$ cat src/rfd_pkg.sv
// ----------------------------------------------------------------------------
// rfd_pkg
// Shared types and constants for the length-prefixed frame deframer.
// ----------------------------------------------------------------------------
package rfd_pkg;

  localparam logic [7:0] HDR_FIRST  = 8'hAA;
  localparam logic [7:0] HDR_SECOND = 8'h11;

  typedef enum logic [3:0] {
    ROLE_HDR1     = 4'd0,
    ROLE_HDR2     = 4'd1,
    ROLE_LENGTH   = 4'd2,
    ROLE_TYPEKEY  = 4'd3,
    ROLE_KEYLEN   = 4'd4,
    ROLE_KEY      = 4'd5,
    ROLE_COMID    = 4'd6,
    ROLE_PARAM    = 4'd7,
    ROLE_CHECKSUM = 4'd8,
    ROLE_IGNORED  = 4'd9
  } role_t;

  typedef enum logic [2:0] {
    ERR_NONE     = 3'd0,
    ERR_HEADER   = 3'd1,
    ERR_SHORT    = 3'd2,
    ERR_CHECKSUM = 3'd3,
    ERR_EMPTY    = 3'd4,
    ERR_KEY      = 3'd5,
    ERR_COMID    = 3'd6
  } err_t;

  typedef struct packed {
    logic [7:0] rx_byte;
    logic       buffer_end;
  } rx_beat_t;

  typedef struct packed {
    role_t      byte_role;
    logic [7:0] byte_value;
    logic       frame_done;
    logic       frame_ok;
    err_t       error_code;
    logic [7:0] param_count;
    logic       is_secure;
  } result_beat_t;

endpackage

$ cat src/rfd_if.sv
// ----------------------------------------------------------------------------
// rfd_if
// Valid/ready channels carrying received bytes and classified results.
// ----------------------------------------------------------------------------
interface rfd_rx_if;
  logic              valid;
  logic              ready;
  rfd_pkg::rx_beat_t data;

  modport source (output valid, output data, input ready);
  modport sink (input valid, input data, output ready);
endinterface

interface rfd_result_if;
  logic                  valid;
  logic                  ready;
  rfd_pkg::result_beat_t data;

  modport source (output valid, output data, input ready);
  modport sink (input valid, input data, output ready);
endinterface

$ cat src/rpc_frame_deframer.sv
// ----------------------------------------------------------------------------
// rpc_frame_deframer
// Streaming parser for 0xAA 0x11 length-prefixed frames with additive checksum.
// ----------------------------------------------------------------------------
// One byte is taken per cycle, back to back, while results drain, and every
// byte yields exactly one result beat: the byte first lands in an input
// register, then one pass of the parser (an 8-bit add for the running sum, an
// 8-bit position compare and the phase decode) writes the result register.
// The result register sits apart from the input register, so a new byte is
// taken while an earlier result waits; ready drops only when both are full and
// the result side is stalled. The byte marked as buffer end returns the parser
// to expecting a first header byte.
module rpc_frame_deframer (
  input  logic                clk,
  input  logic                rst,
  rfd_rx_if.sink              byte_ch,
  rfd_result_if.source        result_ch
);

  typedef enum logic [8:0] {
    PH_HDR1    = 9'b000000001,
    PH_HDR2    = 9'b000000010,
    PH_LEN     = 9'b000000100,
    PH_TYPEKEY = 9'b000001000,
    PH_KEYLEN  = 9'b000010000,
    PH_KEY     = 9'b000100000,
    PH_COMID   = 9'b001000000,
    PH_PARAM   = 9'b010000000,
    PH_IGNORE  = 9'b100000000
  } phase_t;

  // input register
  logic       s1_valid;
  logic [7:0] s1_byte;
  logic       s1_last;

  // result register
  logic                  res_valid;
  rfd_pkg::result_beat_t res_data;

  // parser state
  phase_t        phase, phase_next;
  logic [7:0]    plen, plen_next;
  logic [7:0]    pos, pos_next;
  logic [7:0]    sum, sum_next;
  logic          secure, secure_next;
  logic [7:0]    kleft, kleft_next;
  rfd_pkg::err_t pend, pend_next;
  logic [7:0]    pcount, pcount_next;

  rfd_pkg::result_beat_t res_comb;
  logic                  adv;

  assign adv           = s1_valid && (!res_valid || result_ch.ready);
  assign byte_ch.ready = !s1_valid || adv;

  assign result_ch.valid = res_valid;
  assign result_ch.data  = res_data;

  always_comb begin
    rfd_pkg::role_t role;
    logic           done;
    rfd_pkg::err_t  err;
    logic [7:0]     kdec;

    role        = rfd_pkg::ROLE_IGNORED;
    done        = 1'b0;
    err         = rfd_pkg::ERR_NONE;
    kdec        = kleft - 8'd1;
    phase_next  = phase;
    plen_next   = plen;
    pos_next    = pos;
    sum_next    = sum;
    secure_next = secure;
    kleft_next  = kleft;
    pend_next   = pend;
    pcount_next = pcount;

    case (phase)
      PH_HDR1: begin
        role = rfd_pkg::ROLE_HDR1;
        if (s1_byte != rfd_pkg::HDR_FIRST) begin
          done       = 1'b1;
          err        = rfd_pkg::ERR_HEADER;
          phase_next = PH_IGNORE;
        end else begin
          phase_next = PH_HDR2;
        end
      end
      PH_HDR2: begin
        role = rfd_pkg::ROLE_HDR2;
        if (s1_byte != rfd_pkg::HDR_SECOND) begin
          done       = 1'b1;
          err        = rfd_pkg::ERR_HEADER;
          phase_next = PH_IGNORE;
        end else begin
          phase_next = PH_LEN;
        end
      end
      PH_LEN: begin
        role       = rfd_pkg::ROLE_LENGTH;
        plen_next  = s1_byte;
        pos_next   = 8'd0;
        sum_next   = 8'd0;
        pend_next  = rfd_pkg::ERR_EMPTY;
        phase_next = PH_TYPEKEY;
      end
      PH_TYPEKEY, PH_KEYLEN, PH_KEY, PH_COMID, PH_PARAM: begin
        if (pos >= plen) begin
          role = rfd_pkg::ROLE_CHECKSUM;
          done = 1'b1;
          if (plen == 8'd0 && s1_last) begin
            err = rfd_pkg::ERR_SHORT;
          end else if (sum != s1_byte) begin
            err = rfd_pkg::ERR_CHECKSUM;
          end else begin
            err = pend;
          end
          phase_next = PH_IGNORE;
        end else begin
          sum_next = sum + s1_byte;
          pos_next = pos + 8'd1;
          case (phase)
            PH_TYPEKEY: begin
              role        = rfd_pkg::ROLE_TYPEKEY;
              secure_next = s1_byte[6];
              pend_next   = rfd_pkg::ERR_KEY;
              if (s1_byte[2]) begin
                phase_next = PH_KEYLEN;
              end else begin
                phase_next = PH_KEY;
                kleft_next = 8'd1;
              end
            end
            PH_KEYLEN: begin
              role       = rfd_pkg::ROLE_KEYLEN;
              kleft_next = s1_byte;
              if (s1_byte != 8'd0) begin
                phase_next = PH_KEY;
              end else if (secure) begin
                phase_next = PH_COMID;
                pend_next  = rfd_pkg::ERR_COMID;
              end else begin
                phase_next = PH_PARAM;
                pend_next  = rfd_pkg::ERR_NONE;
              end
            end
            PH_KEY: begin
              role       = rfd_pkg::ROLE_KEY;
              kleft_next = kdec;
              if (kdec == 8'd0) begin
                if (secure) begin
                  phase_next = PH_COMID;
                  pend_next  = rfd_pkg::ERR_COMID;
                end else begin
                  phase_next = PH_PARAM;
                  pend_next  = rfd_pkg::ERR_NONE;
                end
              end
            end
            PH_COMID: begin
              role       = rfd_pkg::ROLE_COMID;
              phase_next = PH_PARAM;
              pend_next  = rfd_pkg::ERR_NONE;
            end
            default: begin
              role        = rfd_pkg::ROLE_PARAM;
              pcount_next = pcount + 8'd1;
            end
          endcase
        end
      end
      default: begin
        role = rfd_pkg::ROLE_IGNORED;
      end
    endcase

    // buffer cut before the checksum byte
    if (s1_last && role != rfd_pkg::ROLE_CHECKSUM && role != rfd_pkg::ROLE_IGNORED) begin
      done = 1'b1;
      err  = rfd_pkg::ERR_SHORT;
    end

    res_comb.byte_role   = role;
    res_comb.byte_value  = s1_byte;
    res_comb.frame_done  = done;
    res_comb.frame_ok    = done && (err == rfd_pkg::ERR_NONE);
    res_comb.error_code  = err;
    res_comb.param_count = done ? pcount_next : 8'd0;
    res_comb.is_secure   = secure_next;

    // end of buffer restarts the parser
    if (s1_last) begin
      phase_next  = PH_HDR1;
      plen_next   = 8'd0;
      pos_next    = 8'd0;
      sum_next    = 8'd0;
      secure_next = 1'b0;
      kleft_next  = 8'd0;
      pend_next   = rfd_pkg::ERR_NONE;
      pcount_next = 8'd0;
    end
  end

  always_ff @(posedge clk) begin
    if (rst) begin
      s1_valid  <= 1'b0;
      res_valid <= 1'b0;
      phase     <= PH_HDR1;
      plen      <= 8'd0;
      pos       <= 8'd0;
      sum       <= 8'd0;
      secure    <= 1'b0;
      kleft     <= 8'd0;
      pend      <= rfd_pkg::ERR_NONE;
      pcount    <= 8'd0;
    end else begin
      if (byte_ch.ready) begin
        s1_valid <= byte_ch.valid;
      end
      if (adv) begin
        res_valid <= 1'b1;
        phase     <= phase_next;
        plen      <= plen_next;
        pos       <= pos_next;
        sum       <= sum_next;
        secure    <= secure_next;
        kleft     <= kleft_next;
        pend      <= pend_next;
        pcount    <= pcount_next;
      end else if (result_ch.ready) begin
        res_valid <= 1'b0;
      end
    end
  end

  always_ff @(posedge clk) begin
    if (byte_ch.valid && byte_ch.ready) begin
      s1_byte <= byte_ch.data.rx_byte;
      s1_last <= byte_ch.data.buffer_end;
    end
    if (adv) begin
      res_data <= res_comb;
    end
  end

endmodule

$ cat src/flat_wrapper.sv
// flat-port wrapper written by rule: the top's interface ports become plain ports
module rpc_frame_deframer_flat 
  (clk, rst, byte_ch_valid, byte_ch_data, byte_ch_ready, result_ch_valid, result_ch_data, result_ch_ready);
  rfd_rx_if byte_ch_i ();
  rfd_result_if result_ch_i ();
  input  logic clk;
  input  logic rst;
  input wire logic [$bits(byte_ch_i.valid)-1:0] byte_ch_valid;
  input wire logic [$bits(byte_ch_i.data)-1:0] byte_ch_data;
  output wire logic [$bits(byte_ch_i.ready)-1:0] byte_ch_ready;
  output wire logic [$bits(result_ch_i.valid)-1:0] result_ch_valid;
  output wire logic [$bits(result_ch_i.data)-1:0] result_ch_data;
  input wire logic [$bits(result_ch_i.ready)-1:0] result_ch_ready;
  assign byte_ch_i.valid = byte_ch_valid;
  assign byte_ch_i.data = byte_ch_data;
  assign byte_ch_ready = byte_ch_i.ready;
  assign result_ch_valid = result_ch_i.valid;
  assign result_ch_data = result_ch_i.data;
  assign result_ch_i.ready = result_ch_ready;
  rpc_frame_deframer u_core (.clk(clk), .rst(rst), .byte_ch(byte_ch_i), .result_ch(result_ch_i));
endmodule
$ cat config.mk
export PLATFORM = sky130hd
export DESIGN_NAME = rpc_frame_deframer_flat
export DESIGN_NICKNAME = d
export VERILOG_FILES = /design/src/rfd_pkg.sv /design/src/rfd_if.sv /design/src/rpc_frame_deframer.sv /design/src/flat_wrapper.sv
export SDC_FILE = /design/constraint.sdc
export NUM_CORES = 1
export LEC_CHECK = 0
export ABC_CLOCK_PERIOD_IN_PS = 4800
export BUFFER_PORTS_ARGS = -buffer_cell sky130_fd_sc_hd__buf_2
export CORE_MARGIN = 1.5
export CORE_UTILIZATION = 55
export DETAILED_ROUTE_END_ITERATION = 16
export PLACE_DENSITY = 0.74
export SETUP_SLACK_MARGIN = 0.5
export SLEW_MARGIN = 20
export SYNTH_ARGS = -nofsm -noshare
export SYNTH_HDL_FRONTEND = slang
export SYNTH_SLANG_ARGS = --single-unit
$ cat constraint.sdc
create_clock -name clk -period 4.8 [get_ports clk]
set_input_delay 0.24 -clock clk [delete_from_list [all_inputs] [get_ports clk]]
set_output_delay 0.24 -clock clk [all_outputs]
set_load 0.005 [all_outputs]
==> reports/metrics.cfg <==
[logic_synthesis]
synthMuxAreaShare = 0.0141
synth_xor_area_frac = 0.0329
synth_top_area_frac = 0.218
synth_edf_count = 35
ys_seq_area_frac = 0.426
synthTopCellsByCount = nor2_1 (86), dfxtp_1 (55), a21oi_1 (40), nand2_1 (38), edfxtp_1 (35)
post-synth-top-count-cell = nor2_1
async_flop_share = 0
synthSimpleGateAreaFrac = 0.252
synth_seq_cells = 90
synth_nets = 594
syn_area_um2 = 5050
yosys_warnings = 0
syn_avg_cell_area_um2 = 9.01
synth_top_family_by_area = simple AND/OR/NAND/NOR gates
syn_inst = 561
synth_area_leaders = dfxtp_1 (22%), edfxtp_1 (21%), nor2_1 (6.4%), ha_1 (4.7%), a21oi_1 (4.0%)
synth_ff_type = dfxtp_1
synth-adder-area-share = 0.0510
synthDistinctLibCells = 69
synth_compound_area_frac = 0.180
yosys.area.top_type = dfxtp_1

[global_route]
grt_start_max_net_pins = 51
grt_pass1_vias = 4110
grt_use_total = 0.264
overflow = 0
antenna_found_initial = 0
grt_first_pass_wirelength_um = 20500

[critical_path]
startpoint = u_core.plen[4]
path_delay_family = compound AO/OA/AOI/OAI gates
startpoint_type = register
r2r_setup_slack_ns = 1.57
critPathMaxStageDelay_ns = 0.69
crit_end = u_core.result_ch.data[7]
r2r_end = u_core.result_ch.data[7]
reg2reg_depth = 9
cp_data_arrival_time_ns = 3.34
required_ns = 4.91
slowest_stage = a21oi_1
worst-path-buf-inv = 1
cp.depth = 9
endpoint_kind = register
rr_startpoint = u_core.plen[4]
cp_max_fo = 12
critical_path.cell_chain = inv_1 -> ha_1 -> a21o_1 -> a221o_1 -> a21oi_1 -> nor2_1 -> o21a_1 -> nor2_1 -> nor2_1
critPathKind = register to register
cp_common_cell = nor2_1

[finish]
drive_above_1_share = 0.142
finalNonFillerCells = 706
n_fill_cell = 751
diodes = 0
area_growth_pct = 8.54
fin_util = 0.623
layout.nets = 626

[die]
die_w_um = 98.8
core_um2 = 8810
die_h_um = 98.8
io_pins = 41
start_util = 0.574
dieArea_um2 = 9770
num_rows = 34

[outcome]
violations = design-rule violations
status = finished, violations left

[flow_run]
cap_violations = 0

[power]
p_per_area_nw_per_um2 = 263
leakage_nw = 2.09
irDropWorstVdd_mv = 0.208

[clock_network]
cts.hold.buffers_added = 0
htree_num_levels = 3
cts_tree = yes
cts_root_buffer = clkbuf_8
clock_latency_ns = 0.37
cts-resized-gates = 0
cts.clk_slew.worst_paths_ns = 0.10
cts_buffers = 9
cts_sinks = 90
cts_max_path_buffers = 2
post_cts_buffers = 0

[routing]
via_per_inst = 6.37
drt-wirelength-per-cell_um = 17.7
wl_um = 12500
drtIter0Drc = 398
drc = 4
via_count = 4499
ant_nets = 0
firstDrtPassIters = 11

[sta]
worst_slack_ns = 1.57
hold_violations = 0
setup-violations-final = 0
fin_setup_tns_ns = 0
fmax_mhz = 310
worstMarginPinSlew_ns = 0.866
period_share = 0.673
rsz0062_at_grt = no
whs_ns = 0.0378
slew_viol_final = 0
clock-skew-final_ns = 0.00845
slew_headroom = 0.423
fin_crit_ns = 3.23

[place]
io_buffer_count = 40
gp_congestion = 0.901
dp_cells = 690
post-dp-hpwl_um = 8760
place_ws_ns = 1.63

[hold_path]
min_path_type = primary input to register

## cells in the final DEF, fill, tap and decap left out, types with 7 or more instances in the layout
| cell | n |
|---|---|
| a21oi_1 | 40 |
| a22oi_1 | 18 |
| and3_1 | 10 |
| buf_2 | 40 |
| buf_4 | 7 |
| clkbuf_8 | 9 |
| dfxtp_1 | 55 |
| edfxtp_1 | 35 |
| ha_1 | 19 |
| inv_1 | 20 |
| nand2_1 | 38 |
| nand2b_1 | 9 |
| nand3_1 | 15 |
| nand4_1 | 8 |
| nor2_1 | 86 |
| nor2b_1 | 8 |
| nor3_1 | 13 |
| o21ai_0 | 28 |
| xnor2_1 | 11 |
| xor2_1 | 8 |
## flip-flops by register name, summed over array words and instances (netlist names)
name / flops
u_core.result_ch.data: 26
u_core.plen: 8
u_core.s1_valid: 1
u_core.s1_last: 1
u_core.phase: 9
u_core.pos: 8
u_core.pcount: 8
u_core.sum: 8
u_core.secure: 1
u_core.s1_byte: 8
u_core.pend: 3
u_core.result_ch.valid: 1
u_core.kleft: 8
## cell type report
class	instances	area, um^2	share of cell area
Clock buffer	9	124	0.0226
Clock inverter	7	71.3	0.0130
Inverter	20	75.1	0.0137
Multi-Input combinational cell	425	2670	0.488
Sequential cell	90	2150	0.392
Tap cell	108	135	0.0246
Timing Repair Buffer	47	253	0.0461
## metrics by stage
stage          power (W)  area, um^2
2_1_floorplan   0.000902        5050
3_3_place_gp    0.000940        5290
3_5_place_dp    0.000941        5290
4_1_cts          0.00145        5480
5_1_grt          0.00150        5480
6_report         0.00144        5480
## worst min-delay path by stage
stage,from,to,cells after the start
final,byte_ch_data[3],u_core.s1_byte[2],1
after global routing,byte_ch_data[2],u_core.s1_byte[1],1
after CTS,byte_ch_data[2],u_core.s1_byte[1],1
after detailed placement,byte_ch_data[8],u_core.s1_byte[7],1
after global placement,byte_ch_data[3],u_core.s1_byte[2],1
after floorplan,byte_ch_data[1],u_core.s1_byte[0],0
## layer usage
metal,global-route usage,vias to the layer above,part of all wire
met1,0.360,2124,0.43
met4,0.0978,0,0.026
met3,0.0312,36,0.079
met5,0,-,0
li1,-,2113,-
met2,0.433,226,0.47
## power by group
group	internal [W]	switching (W)
logic	0.0000325	0.0000649
clock network	0.000203	0.000316
registers	0.000811	0.0000166
## cells by family (layout without fill, tap and decap cells)
family                   Yosys count  in the layout
XOR/XNOR                          19             19
AO/OA/AOI/OAI                    137            137
adder cells (fa/ha/maj)           20             20
flip-flops                        90             90
multiplexers                       7              7
AND/OR/NAND/NOR                  242            242
buffers and inverters             46             83
Power figures use the tool's default switching activity.
